==> src/rtl/wpts_pkg.sv <==
`timescale 1ns / 1ps
// ----------------------------------------------------------------------------
// wpts_pkg: shared types and constants
// Item layouts, opcodes and sequencer states of the weighted target selector.
// ----------------------------------------------------------------------------
package wpts_pkg;

    localparam int RND_W     = 64;
    localparam int MASK_BITS = 16;
    localparam int FIELD_GW  = 2;
    localparam int FIELD_SW  = 2;
    localparam int FIELD_WW  = 32;
    localparam int CFG_W     = 3;

    localparam logic OP_SELECT = 1'b0;
    localparam logic OP_WRITE  = 1'b1;

    typedef struct packed {
        logic                 opcode;
        logic [RND_W-1:0]     random_word;
        logic [MASK_BITS-1:0] healthy_mask;
        logic [FIELD_GW-1:0]  entry_group;
        logic [FIELD_SW-1:0]  entry_slot;
        logic [FIELD_WW-1:0]  entry_weight;
    } t_in_item;

    typedef struct packed {
        logic                found;
        logic [FIELD_GW-1:0] chosen_group;
        logic [FIELD_SW-1:0] chosen_slot;
        logic                fell_back;
    } t_out_item;

    typedef enum logic [4:0] {
        S_IDLE = 5'b00001,
        S_SUM  = 5'b00010,
        S_DIV  = 5'b00100,
        S_WALK = 5'b01000,
        S_DONE = 5'b10000
    } t_state;

endpackage

==> src/rtl/weighted_priority_target_select_top.sv <==
`timescale 1ns / 1ps
// ----------------------------------------------------------------------------
// weighted_priority_target_select_top: weighted pick with priority failover
// Weight table in RAM, serial modulo, walk over cumulative weights.
// ----------------------------------------------------------------------------
// Usage:
//   Input channel (i_in_valid / o_in_stall / i_in_item): a write item stores
//   one weight and gives no result; a select item gives one result on the
//   output channel (o_out_valid / i_out_stall / o_out_item).
//   Config channel (i_cfg_valid / o_cfg_ready / i_cfg_data) sets the number
//   of groups in use; write it only while no select is in flight.
//   A select reads each tried group from the single RAM read port, then
//   runs a bit-serial modulo of the 64-bit random word and walks the
//   chosen group again.
//   One select is worked on at a time; o_in_stall is high while it runs.
//   Reset clears the table (per-entry valid bits) and sets the group count
//   to 1. A finished result waits in the output register while the
//   receiver stalls; new items are accepted meanwhile, and the next result
//   waits for that register to free up.
// ----------------------------------------------------------------------------
module weighted_priority_target_select_top #(
    parameter int GROUPS      = 4,
    parameter int SLOTS       = 4,
    parameter int WEIGHT_BITS = 32
) (
    input  logic                         i_clk,
    input  logic                         i_rst_n,
    input  logic                         i_in_valid,
    output logic                         o_in_stall,
    input  wpts_pkg::t_in_item           i_in_item,
    output logic                         o_out_valid,
    input  logic                         i_out_stall,
    output wpts_pkg::t_out_item          o_out_item,
    input  logic                         i_cfg_valid,
    output logic                         o_cfg_ready,
    input  logic [wpts_pkg::CFG_W-1:0]   i_cfg_data
);

    localparam int ENTRIES = GROUPS * SLOTS;
    localparam int ADDR_W  = (ENTRIES > 1) ? $clog2(ENTRIES) : 1;
    localparam int G_W     = (GROUPS > 1) ? $clog2(GROUPS) : 1;
    localparam int SLOT_W  = (SLOTS > 1) ? $clog2(SLOTS) : 1;
    localparam int TOT_W   = WEIGHT_BITS + $clog2(SLOTS);
    localparam int HB_W    = ADDR_W + 4;

    wpts_pkg::t_state r_state, n_state;

    logic [wpts_pkg::CFG_W-1:0]     r_group_count;
    logic [ENTRIES-1:0]             r_valid;
    logic [wpts_pkg::RND_W-1:0]     r_rnd;
    logic [wpts_pkg::MASK_BITS-1:0] r_mask;
    logic [G_W-1:0]                 r_group, n_group;
    logic                           r_fb, n_fb;
    logic [SLOT_W-1:0]              r_slot, n_slot;
    logic                           r_issue, n_issue;
    logic                           r_rd_vld;
    logic [SLOT_W-1:0]              r_rd_slot;
    logic                           r_rd_last;
    logic                           r_rd_health;
    logic                           r_rd_vbit;
    logic [TOT_W-1:0]               r_total, n_total;
    logic [TOT_W-1:0]               r_sel, n_sel;
    logic                           r_found, n_found;
    logic [SLOT_W-1:0]              r_chosen, n_chosen;
    wpts_pkg::t_out_item            r_out;
    logic                           r_out_valid;

    logic                   in_acc;
    logic                   wr_en;
    logic [ADDR_W-1:0]      wr_addr;
    logic [ADDR_W-1:0]      rd_addr;
    logic [HB_W-1:0]        hbit;
    logic                   rd_health;
    logic [WEIGHT_BITS-1:0] ram_q;
    logic [WEIGHT_BITS-1:0] w_eff;
    logic [TOT_W-1:0]       w_ext;
    logic [TOT_W-1:0]       sum;
    logic [G_W-1:0]         last_group;
    logic                   mod_start;
    logic                   mod_done;
    logic [TOT_W-1:0]       mod_rem;
    logic                   walk_hit;
    logic                   out_load;

    assign o_in_stall  = (r_state != wpts_pkg::S_IDLE);
    assign in_acc      = i_in_valid && !o_in_stall;
    assign o_cfg_ready = 1'b1;

    assign wr_en   = in_acc && (i_in_item.opcode == wpts_pkg::OP_WRITE)
                     && (32'(i_in_item.entry_group) < GROUPS)
                     && (32'(i_in_item.entry_slot) < SLOTS);
    assign wr_addr = ADDR_W'(32'(i_in_item.entry_group) * SLOTS
                             + 32'(i_in_item.entry_slot));

    assign rd_addr   = ADDR_W'(32'(r_group) * SLOTS + 32'(r_slot));
    assign hbit      = HB_W'(rd_addr);
    assign rd_health = (hbit < HB_W'(wpts_pkg::MASK_BITS)) ? r_mask[hbit[3:0]] : 1'b0;

    always_comb begin
        if (r_group_count == '0) begin
            last_group = '0;
        end else if (32'(r_group_count) > GROUPS) begin
            last_group = G_W'(GROUPS - 1);
        end else begin
            last_group = G_W'(r_group_count - 1'b1);
        end
    end

    wpts_ram #(
        .WIDTH (WEIGHT_BITS),
        .DEPTH (ENTRIES)
    ) u_table (
        .i_clk   (i_clk),
        .i_we    (wr_en),
        .i_waddr (wr_addr),
        .i_wdata (i_in_item.entry_weight[WEIGHT_BITS-1:0]),
        .i_raddr (rd_addr),
        .o_rdata (ram_q)
    );

    wpts_mod #(
        .TOT_W (TOT_W)
    ) u_mod (
        .i_clk      (i_clk),
        .i_rst_n    (i_rst_n),
        .i_start    (mod_start),
        .i_dividend (r_rnd),
        .i_divisor  (sum),
        .o_done     (mod_done),
        .o_rem      (mod_rem)
    );

    assign w_eff    = (r_rd_vbit && (r_fb || r_rd_health)) ? ram_q : '0;
    assign w_ext    = TOT_W'(w_eff);
    assign sum      = r_total + w_ext;
    assign walk_hit = r_sel < w_ext;
    assign out_load = (r_state == wpts_pkg::S_DONE) && (!r_out_valid || !i_out_stall);

    always_comb begin
        n_state   = r_state;
        n_group   = r_group;
        n_fb      = r_fb;
        n_slot    = r_slot;
        n_issue   = r_issue;
        n_total   = r_total;
        n_sel     = r_sel;
        n_found   = r_found;
        n_chosen  = r_chosen;
        mod_start = 1'b0;

        if (r_issue) begin
            if (r_slot == SLOT_W'(SLOTS - 1)) begin
                n_issue = 1'b0;
            end else begin
                n_slot = r_slot + 1'b1;
            end
        end

        unique case (r_state)
            wpts_pkg::S_IDLE: begin
                if (in_acc && (i_in_item.opcode == wpts_pkg::OP_SELECT)) begin
                    n_state  = wpts_pkg::S_SUM;
                    n_group  = '0;
                    n_fb     = 1'b0;
                    n_slot   = '0;
                    n_issue  = 1'b1;
                    n_total  = '0;
                    n_found  = 1'b0;
                    n_chosen = '0;
                end
            end
            wpts_pkg::S_SUM: begin
                if (r_rd_vld) begin
                    n_total = sum;
                    if (r_rd_last) begin
                        priority if (sum != '0) begin
                            mod_start = 1'b1;
                            n_state   = wpts_pkg::S_DIV;
                        end else if (!r_fb) begin
                            if (r_group == last_group) begin
                                n_fb = 1'b1;
                            end else begin
                                n_group = r_group + 1'b1;
                            end
                            n_total = '0;
                            n_slot  = '0;
                            n_issue = 1'b1;
                        end else begin
                            n_found  = 1'b0;
                            n_chosen = '0;
                            n_state  = wpts_pkg::S_DONE;
                        end
                    end
                end
            end
            wpts_pkg::S_DIV: begin
                if (mod_done) begin
                    n_sel   = mod_rem;
                    n_slot  = '0;
                    n_issue = 1'b1;
                    n_state = wpts_pkg::S_WALK;
                end
            end
            wpts_pkg::S_WALK: begin
                if (r_rd_vld) begin
                    if (walk_hit || r_rd_last) begin
                        n_found  = 1'b1;
                        n_chosen = r_rd_slot;
                        n_issue  = 1'b0;
                        n_state  = wpts_pkg::S_DONE;
                    end else begin
                        n_sel = r_sel - w_ext;
                    end
                end
            end
            wpts_pkg::S_DONE: begin
                if (out_load) begin
                    n_state = wpts_pkg::S_IDLE;
                end
            end
            default: begin
                n_state = wpts_pkg::S_IDLE;
                n_issue = 1'b0;
            end
        endcase
    end

    always_ff @(posedge i_clk) begin
        if (!i_rst_n) begin
            r_state       <= wpts_pkg::S_IDLE;
            r_group_count <= wpts_pkg::CFG_W'(1);
            r_valid       <= '0;
            r_issue       <= 1'b0;
            r_rd_vld      <= 1'b0;
            r_out_valid   <= 1'b0;
        end else begin
            r_state  <= n_state;
            r_issue  <= n_issue;
            r_rd_vld <= r_issue;
            if (i_cfg_valid && o_cfg_ready) begin
                r_group_count <= i_cfg_data;
            end
            if (wr_en) begin
                r_valid[wr_addr] <= 1'b1;
            end
            if (out_load) begin
                r_out_valid <= 1'b1;
            end else if (!i_out_stall) begin
                r_out_valid <= 1'b0;
            end
        end
    end

    always_ff @(posedge i_clk) begin
        if (in_acc) begin
            r_rnd  <= i_in_item.random_word;
            r_mask <= i_in_item.healthy_mask;
        end
        r_group     <= n_group;
        r_fb        <= n_fb;
        r_slot      <= n_slot;
        r_total     <= n_total;
        r_sel       <= n_sel;
        r_found     <= n_found;
        r_chosen    <= n_chosen;
        r_rd_slot   <= r_slot;
        r_rd_last   <= (r_slot == SLOT_W'(SLOTS - 1));
        r_rd_health <= rd_health;
        r_rd_vbit   <= r_valid[rd_addr];
        if (out_load) begin
            r_out.found        <= r_found;
            r_out.chosen_group <= wpts_pkg::FIELD_GW'(r_group);
            r_out.chosen_slot  <= wpts_pkg::FIELD_SW'(r_chosen);
            r_out.fell_back    <= r_fb;
        end
    end

    assign o_out_valid = r_out_valid;
    assign o_out_item  = r_out;

    a_write_idle: assert property (@(posedge i_clk) disable iff (!i_rst_n)
        wr_en |-> (r_state == wpts_pkg::S_IDLE))
        else $error("table write outside idle");

    a_select_starts: assert property (@(posedge i_clk) disable iff (!i_rst_n)
        (in_acc && (i_in_item.opcode == wpts_pkg::OP_SELECT))
        |=> (r_state == wpts_pkg::S_SUM))
        else $error("select did not start summing");

    a_sel_in_range: assert property (@(posedge i_clk) disable iff (!i_rst_n)
        ((r_state == wpts_pkg::S_WALK) && r_rd_vld && (r_rd_slot == '0))
        |-> (r_sel < r_total))
        else $error("selector not below weight sum");

    a_walk_hits: assert property (@(posedge i_clk) disable iff (!i_rst_n)
        ((r_state == wpts_pkg::S_WALK) && r_rd_vld && r_rd_last) |-> walk_hit)
        else $error("walk ran past the last slot");

    a_mod_only_in_sum: assert property (@(posedge i_clk) disable iff (!i_rst_n)
        mod_start |-> ((r_state == wpts_pkg::S_SUM) && !r_issue))
        else $error("modulo started outside sum end");

endmodule

==> src/rtl/wpts_ram.sv <==
`timescale 1ns / 1ps
// ----------------------------------------------------------------------------
// wpts_ram: generic single-port-write, single-port-read RAM
// One write and one read per cycle; read data is registered.
// ----------------------------------------------------------------------------
module wpts_ram #(
    parameter int WIDTH  = 32,
    parameter int DEPTH  = 16,
    parameter int ADDR_W = (DEPTH > 1) ? $clog2(DEPTH) : 1
) (
    input  logic              i_clk,
    input  logic              i_we,
    input  logic [ADDR_W-1:0] i_waddr,
    input  logic [WIDTH-1:0]  i_wdata,
    input  logic [ADDR_W-1:0] i_raddr,
    output logic [WIDTH-1:0]  o_rdata
);

    logic [WIDTH-1:0] r_mem [DEPTH];
    logic [WIDTH-1:0] r_rdata;

    always_ff @(posedge i_clk) begin
        if (i_we) begin
            r_mem[i_waddr] <= i_wdata;
        end
        r_rdata <= r_mem[i_raddr];
    end

    assign o_rdata = r_rdata;

endmodule

==> src/rtl/wpts_mod.sv <==
`timescale 1ns / 1ps
// ----------------------------------------------------------------------------
// wpts_mod: serial modulo unit
// Restoring remainder of the random word by the weight sum, one bit a cycle.
// ----------------------------------------------------------------------------
module wpts_mod #(
    parameter int TOT_W = 34
) (
    input  logic                      i_clk,
    input  logic                      i_rst_n,
    input  logic                      i_start,
    input  logic [wpts_pkg::RND_W-1:0] i_dividend,
    input  logic [TOT_W-1:0]          i_divisor,
    output logic                      o_done,
    output logic [TOT_W-1:0]          o_rem
);

    localparam int CNT_W = $clog2(wpts_pkg::RND_W);

    logic                       r_busy;
    logic                       r_done;
    logic [CNT_W-1:0]           r_cnt;
    logic [wpts_pkg::RND_W-1:0] r_dvd;
    logic [TOT_W-1:0]           r_dsr;
    logic [TOT_W-1:0]           r_rem;
    logic [TOT_W:0]             trial;
    logic [TOT_W-1:0]           n_rem;

    always_comb begin
        trial = {r_rem, r_dvd[wpts_pkg::RND_W-1]};
        if (trial >= {1'b0, r_dsr}) begin
            n_rem = TOT_W'(trial - {1'b0, r_dsr});
        end else begin
            n_rem = trial[TOT_W-1:0];
        end
    end

    always_ff @(posedge i_clk) begin
        if (!i_rst_n) begin
            r_busy <= 1'b0;
            r_done <= 1'b0;
            r_cnt  <= '0;
        end else begin
            r_done <= 1'b0;
            if (i_start) begin
                r_busy <= 1'b1;
                r_cnt  <= '0;
            end else if (r_busy) begin
                r_cnt <= r_cnt + 1'b1;
                if (r_cnt == CNT_W'(wpts_pkg::RND_W - 1)) begin
                    r_busy <= 1'b0;
                    r_done <= 1'b1;
                end
            end
        end
    end

    always_ff @(posedge i_clk) begin
        if (i_start) begin
            r_dvd <= i_dividend;
            r_dsr <= i_divisor;
            r_rem <= '0;
        end else if (r_busy) begin
            r_dvd <= {r_dvd[wpts_pkg::RND_W-2:0], 1'b0};
            r_rem <= n_rem;
        end
    end

    assign o_done = r_done;
    assign o_rem  = r_rem;

    a_start_idle: assert property (@(posedge i_clk) disable iff (!i_rst_n)
        i_start |-> !r_busy)
        else $error("modulo started while busy");

    a_nonzero_divisor: assert property (@(posedge i_clk) disable iff (!i_rst_n)
        i_start |-> (i_divisor != '0))
        else $error("modulo started with zero divisor");

    a_done_ends: assert property (@(posedge i_clk) disable iff (!i_rst_n)
        r_done |-> !r_busy)
        else $error("done while still busy");

    a_rem_range: assert property (@(posedge i_clk) disable iff (!i_rst_n)
        r_done |-> (r_rem < r_dsr))
        else $error("remainder not below divisor");

endmodule
==> config.mk <==
export PLATFORM = sky130hd
export DESIGN_NAME = weighted_priority_target_select_top
export DESIGN_NICKNAME = d
export VERILOG_FILES = /design/src/rtl/wpts_pkg.sv /design/src/rtl/weighted_priority_target_select_top.sv /design/src/rtl/wpts_ram.sv /design/src/rtl/wpts_mod.sv
export SDC_FILE = /design/constraint.sdc
export NUM_CORES = 1
export LEC_CHECK = 0
export BUFFER_PORTS_ARGS = -buffer_cell sky130_fd_sc_hd__buf_2
export CAP_MARGIN = 10
export CELL_PAD_IN_SITES_DETAIL_PLACEMENT = 1
export CELL_PAD_IN_SITES_GLOBAL_PLACEMENT = 1
export CORE_AREA = 3 3 363 222
export DETAILED_ROUTE_END_ITERATION = 8
export DIE_AREA = 0 0 366 225
export PLACE_DENSITY = 0.73
export SLEW_MARGIN = 20
export SYNTH_ARGS = -nofsm -noshare
export SYNTH_HDL_FRONTEND = slang
export SYNTH_SLANG_ARGS = --single-unit
==> constraint.sdc <==
create_clock -name i_clk -period 23.1 [get_ports i_clk]
set_clock_uncertainty 0.2 [all_clocks]
set_input_delay 1.155 -clock i_clk [delete_from_list [all_inputs] [get_ports i_clk]]
set_output_delay 1.155 -clock i_clk [all_outputs]
set_load 0.03 [all_outputs]
==> metrics.md <==
| Metric | Value |
|---|---|
| Final Cell Area | `43400 um^2` |
| Combinational share of power | `0.175` |
| Reg power frac | `0.474` |
| RSZ-0062 raised after global routing | `false` |
| Cell Int Power | `2.90 mW` |
| Initial antenna violation count | `4` |
| Highest ir drop seen on vdd | `0.0780 mV` |
| Grt ovf | `0` |
| DP Worst Slack | `16.58 ns` |
| Final Max Tran Viols | `0` |
| Tcrit/Tclk final | `0.281` |
| First-pass GRT wire length | `144000 um` |
| Multi-input logic area | `12600 um^2` |
| Setup Crit Path Kind | `flip-flop to flip-flop` |
| Post-synth top area share | `0.600` |
| Clock Tree Buf Depth | `3` |
| Hold crit path type | `flip-flop to flip-flop` |
| DR pass1 iterations | `6` |
| Pin count of the biggest net entering global routing | `141` |
| R2R Setup Slk | `16.61 ns` |
| Routed Antenna Nets | `0` |
| Normalized max-slew margin | `0.269` |
| Fillers | `7361` |
| FF+latch area | `25300 um^2` |
| Post-synth EDFFs | `770` |
| Crit path required time | `23.29 ns` |
| Startpoint types | `flip-flop` |
| Post CTS Setup Buffer Count | `0` |
| Worst path bufs/invs | `2` |
| Maximum Capacitance Violations | `0` |
| Area post-placement | `40600 um^2` |
| Die Wd | `366 um` |
| GRT Overall Usage | `0.229` |
| Die Area | `82400 um^2` |
| Slowest-stage cell, CP | `nor4_4` |
| Syn Nets | `2706` |
| Vias in the first global route | `23400` |
| CTS clock-pin slew for the worst setup and hold paths | `0.07 ns` |
| Placer congestion estimate | `0.853` |
| CTS resizes | `0` |
| TritonCTS buffer count | `83` |
| Clock power share | `0.351` |
| H-tree depth | `3` |
| Sinks on the clock net | `878` |
| Synth area leader | `edfxtp_1` |
| CP delay by family, top | `simple AND/OR/NAND/NOR gates` |
| Area Growth Syn to Fin | `12.6%` |
| Hold path cells | `0` |
| WL/cell | `25.1 um` |
| Synthesis Warnings | `0` |
| Mapped Avg Cell Area | `15.6 um^2` |
| Routed vias | `22300` |
| Switch share | `0.267` |
| Final hold vios | `0` |
| Remaining DRCs | `0` |
| CP Capture Type | `flip-flop` |
| Setup TNS | `0 ns` |
| FF-to-FF path depth | `17` |
| Register area share after synthesis | `0.656` |
| Final WL | `94500 um` |
| CP Max Fanout | `140` |
| Vias/cell | `5.93` |
| Hpwl dp | `60200 um` |
| Ports | `134` |
| Port Buffers | `132` |
| Skew-Pair Late Insertion Delay | `0.65 ns` |
| Syn Std Cell Area | `38600 um^2` |
| Die Y-Extent | `225 um` |
| Fmax | `154 MHz` |
| CTS tree | `built` |
| Top cells by count, synth | `edfxtp_1 (770), nor2_1 (171), mux4_2 (170)` |
| Initial core utilization | `0.499` |
| Top_reg_cell synth | `edfxtp_1` |
| Nets@finish | `2865` |
| Switching pwr | `1.06 mW` |
| Leakage power total | `15.5 nW` |
| CP cell instances | `o21a_1 > buf_4 > and2_1 > ha_1 > fa_1 > a21oi_1 > a2bb2oi_1 > o21ai_1 > a311o_1 > xor2_1 > nor4_1 > nor4b_1 > nand4_1 > nor4_4 > a21oi_4 > buf_12 > mux2_4` |
| Power per standard cell area | `91.2 nW/um^2` |
| Crit-path max cell delay | `0.64 ns` |
| Minimum clock period after layout | `6.49 ns` |
| Syn Inst Count | `2478` |
| Seq cells post-synth | `878` |
| Setup ws final | `16.61 ns` |
| Final setup violating endpoints | `0` |
| DRT iter0 DRCs | `2140` |
| Arrival @ worst endpoint | `6.68 ns` |
| Root Driver | `clkbuf_16` |
| Core area | `77300 um^2` |
| Ys async rst share | `0` |
| Top-count cell post-synth | `edfxtp_1` |
| Ranking of synthesized cells by area | `edfxtp_1 (60%), mux4_2 (9.9%), dfxtp_1 (5.6%), ha_1 (3.2%), mux2_4 (2.5%)` |
| Slew @ Worst Pin | `1.10 ns` |
| Status | `finished, final reports clean` |
| Layout cells sized above 1 | `0.227` |
| Number of distinct library cells after synthesis | `81` |
| Hold Buf Count CTS | `0` |
| Std-Cell Rows | `79` |
| Critical path depth in cells | `17` |
state kept, by name, indices dropped and copies added, names as in the netlist, 32 cells and up:
name / flops
u_mod.o_rem: 34
r_rnd: 64
u_mod.r_dsr: 34
u_table.r_mem: 512
u_mod.r_dvd: 64
r_sel: 34
r_total: 34
u_table.o_rdata: 32
cell type report:
type                    instances  share of cell area
clock buffers                 104              0.0532
diodes                          1           0.0000576
repair buffers                170              0.0231
flip-flops and latches        878               0.582
multi-input cells            1389               0.290
clock inverters                50              0.0113
well taps                    1053              0.0303
inverters                     115             0.00997
logic make-up after synthesis:
family,Yosys count,share of synthesized area
and+or+nand+nor,534,0.0656
xor gates and xnor gates,80,0.0182
muxes,265,0.132
DFF,878,0.656
other,1,0.0000972
buffers and inverters,211,0.0227
AOI/OAI and AO/OA,406,0.0715
adders and majority gates,103,0.0340
layout by cell type, fill, tap and decap left out, types with 17 or more instances in the layout:
cell type / synthesis / layout
inv_1: 115 / 114
nand3_1: 34 / 32
o21ai_0: 89 / 88
and2_1: 34 / 34
dfxtp_1: 108 / 105
xnor2_1: 52 / 52
nor2_1: 171 / 159
nand2_1: 155 / 155
o21a_1: 17 / 17
a211oi_2: 30 / 31
mux2_4: 63 / 63
nand2b_1: 21 / 21
mux4_2: 170 / 170
xor2_1: 28 / 28
mux2i_1: 28 / 28
ha_1: 100 / 100
nand4_1: 21 / 21
buf_4: 1 / 34
edfxtp_1: 770 / 770
a21oi_1: 109 / 109
nor3_1: 33 / 29
clkbuf_16: 0 / 86
a21o_1: 43 / 43
buf_2: 4 / 132
path summary, 6_finish.rpt:
check,end,startpoint
hold reg to reg,o_out_item[2]$_DFFE_PP_,r_chosen[1]$_SDFFCE_PN0P_
setup reg to reg,u_mod.r_dvd[2]$_DFFE_PP_,r_fb$_SDFFCE_PN0P_
hold / removal,o_out_item[2]$_DFFE_PP_,r_chosen[1]$_SDFFCE_PN0P_
setup / recovery,u_mod.r_dvd[2]$_DFFE_PP_,r_fb$_SDFFCE_PN0P_
worst register-to-register path: stages (launching register included):
cell	delay, ns
edfxtp_1	0.50
o21a_1	0.24
buf_4	0.25
and2_1	0.28
ha_1	0.23
fa_1	0.47
a21oi_1	0.23
a2bb2oi_1	0.28
o21ai_1	0.11
a311o_1	0.36
xor2_1	0.18
nor4_1	0.39
nor4b_1	0.45
nand4_1	0.33
nor4_4	0.65
a21oi_4	0.13
buf_12	0.27
mux2_4	0.70
routing by layer:
metal	up-vias	wire [um]	track usage
met5	-	0	0
li1	9915	-	-
met3	125	6170	0.0407
met4	0	1780	0.0530
met2	702	43200	0.353
met1	11500	43400	0.345
through the flow:
stage / util / std cells / power (mW) / hold slack, ns
2_1_floorplan: - / 2478 / 2.39 / 0.129
3_3_place_gp: 0.525 / 3603 / 2.57 / 0.239
3_5_place_dp: 0.525 / 3603 / 2.60 / 0.217
4_1_cts: 0.561 / 3757 / 3.99 / 0.233
5_1_grt: 0.562 / 3760 / 4.14 / 0.248
6_report: 0.562 / 3760 / 3.96 / 0.230
power by group through the flow:
stage / sequential, mW / clock (mW) / combinational [mW]
finish: 1.88 / 1.39 / 0.692
detailed placement: 1.92 / 0 / 0.674
global placement: 1.92 / 0 / 0.647
global route: 1.89 / 1.49 / 0.760
CTS: 1.89 / 1.42 / 0.681
floorplan: 1.88 / 0 / 0.514
(Power assumes the default switching activity.)
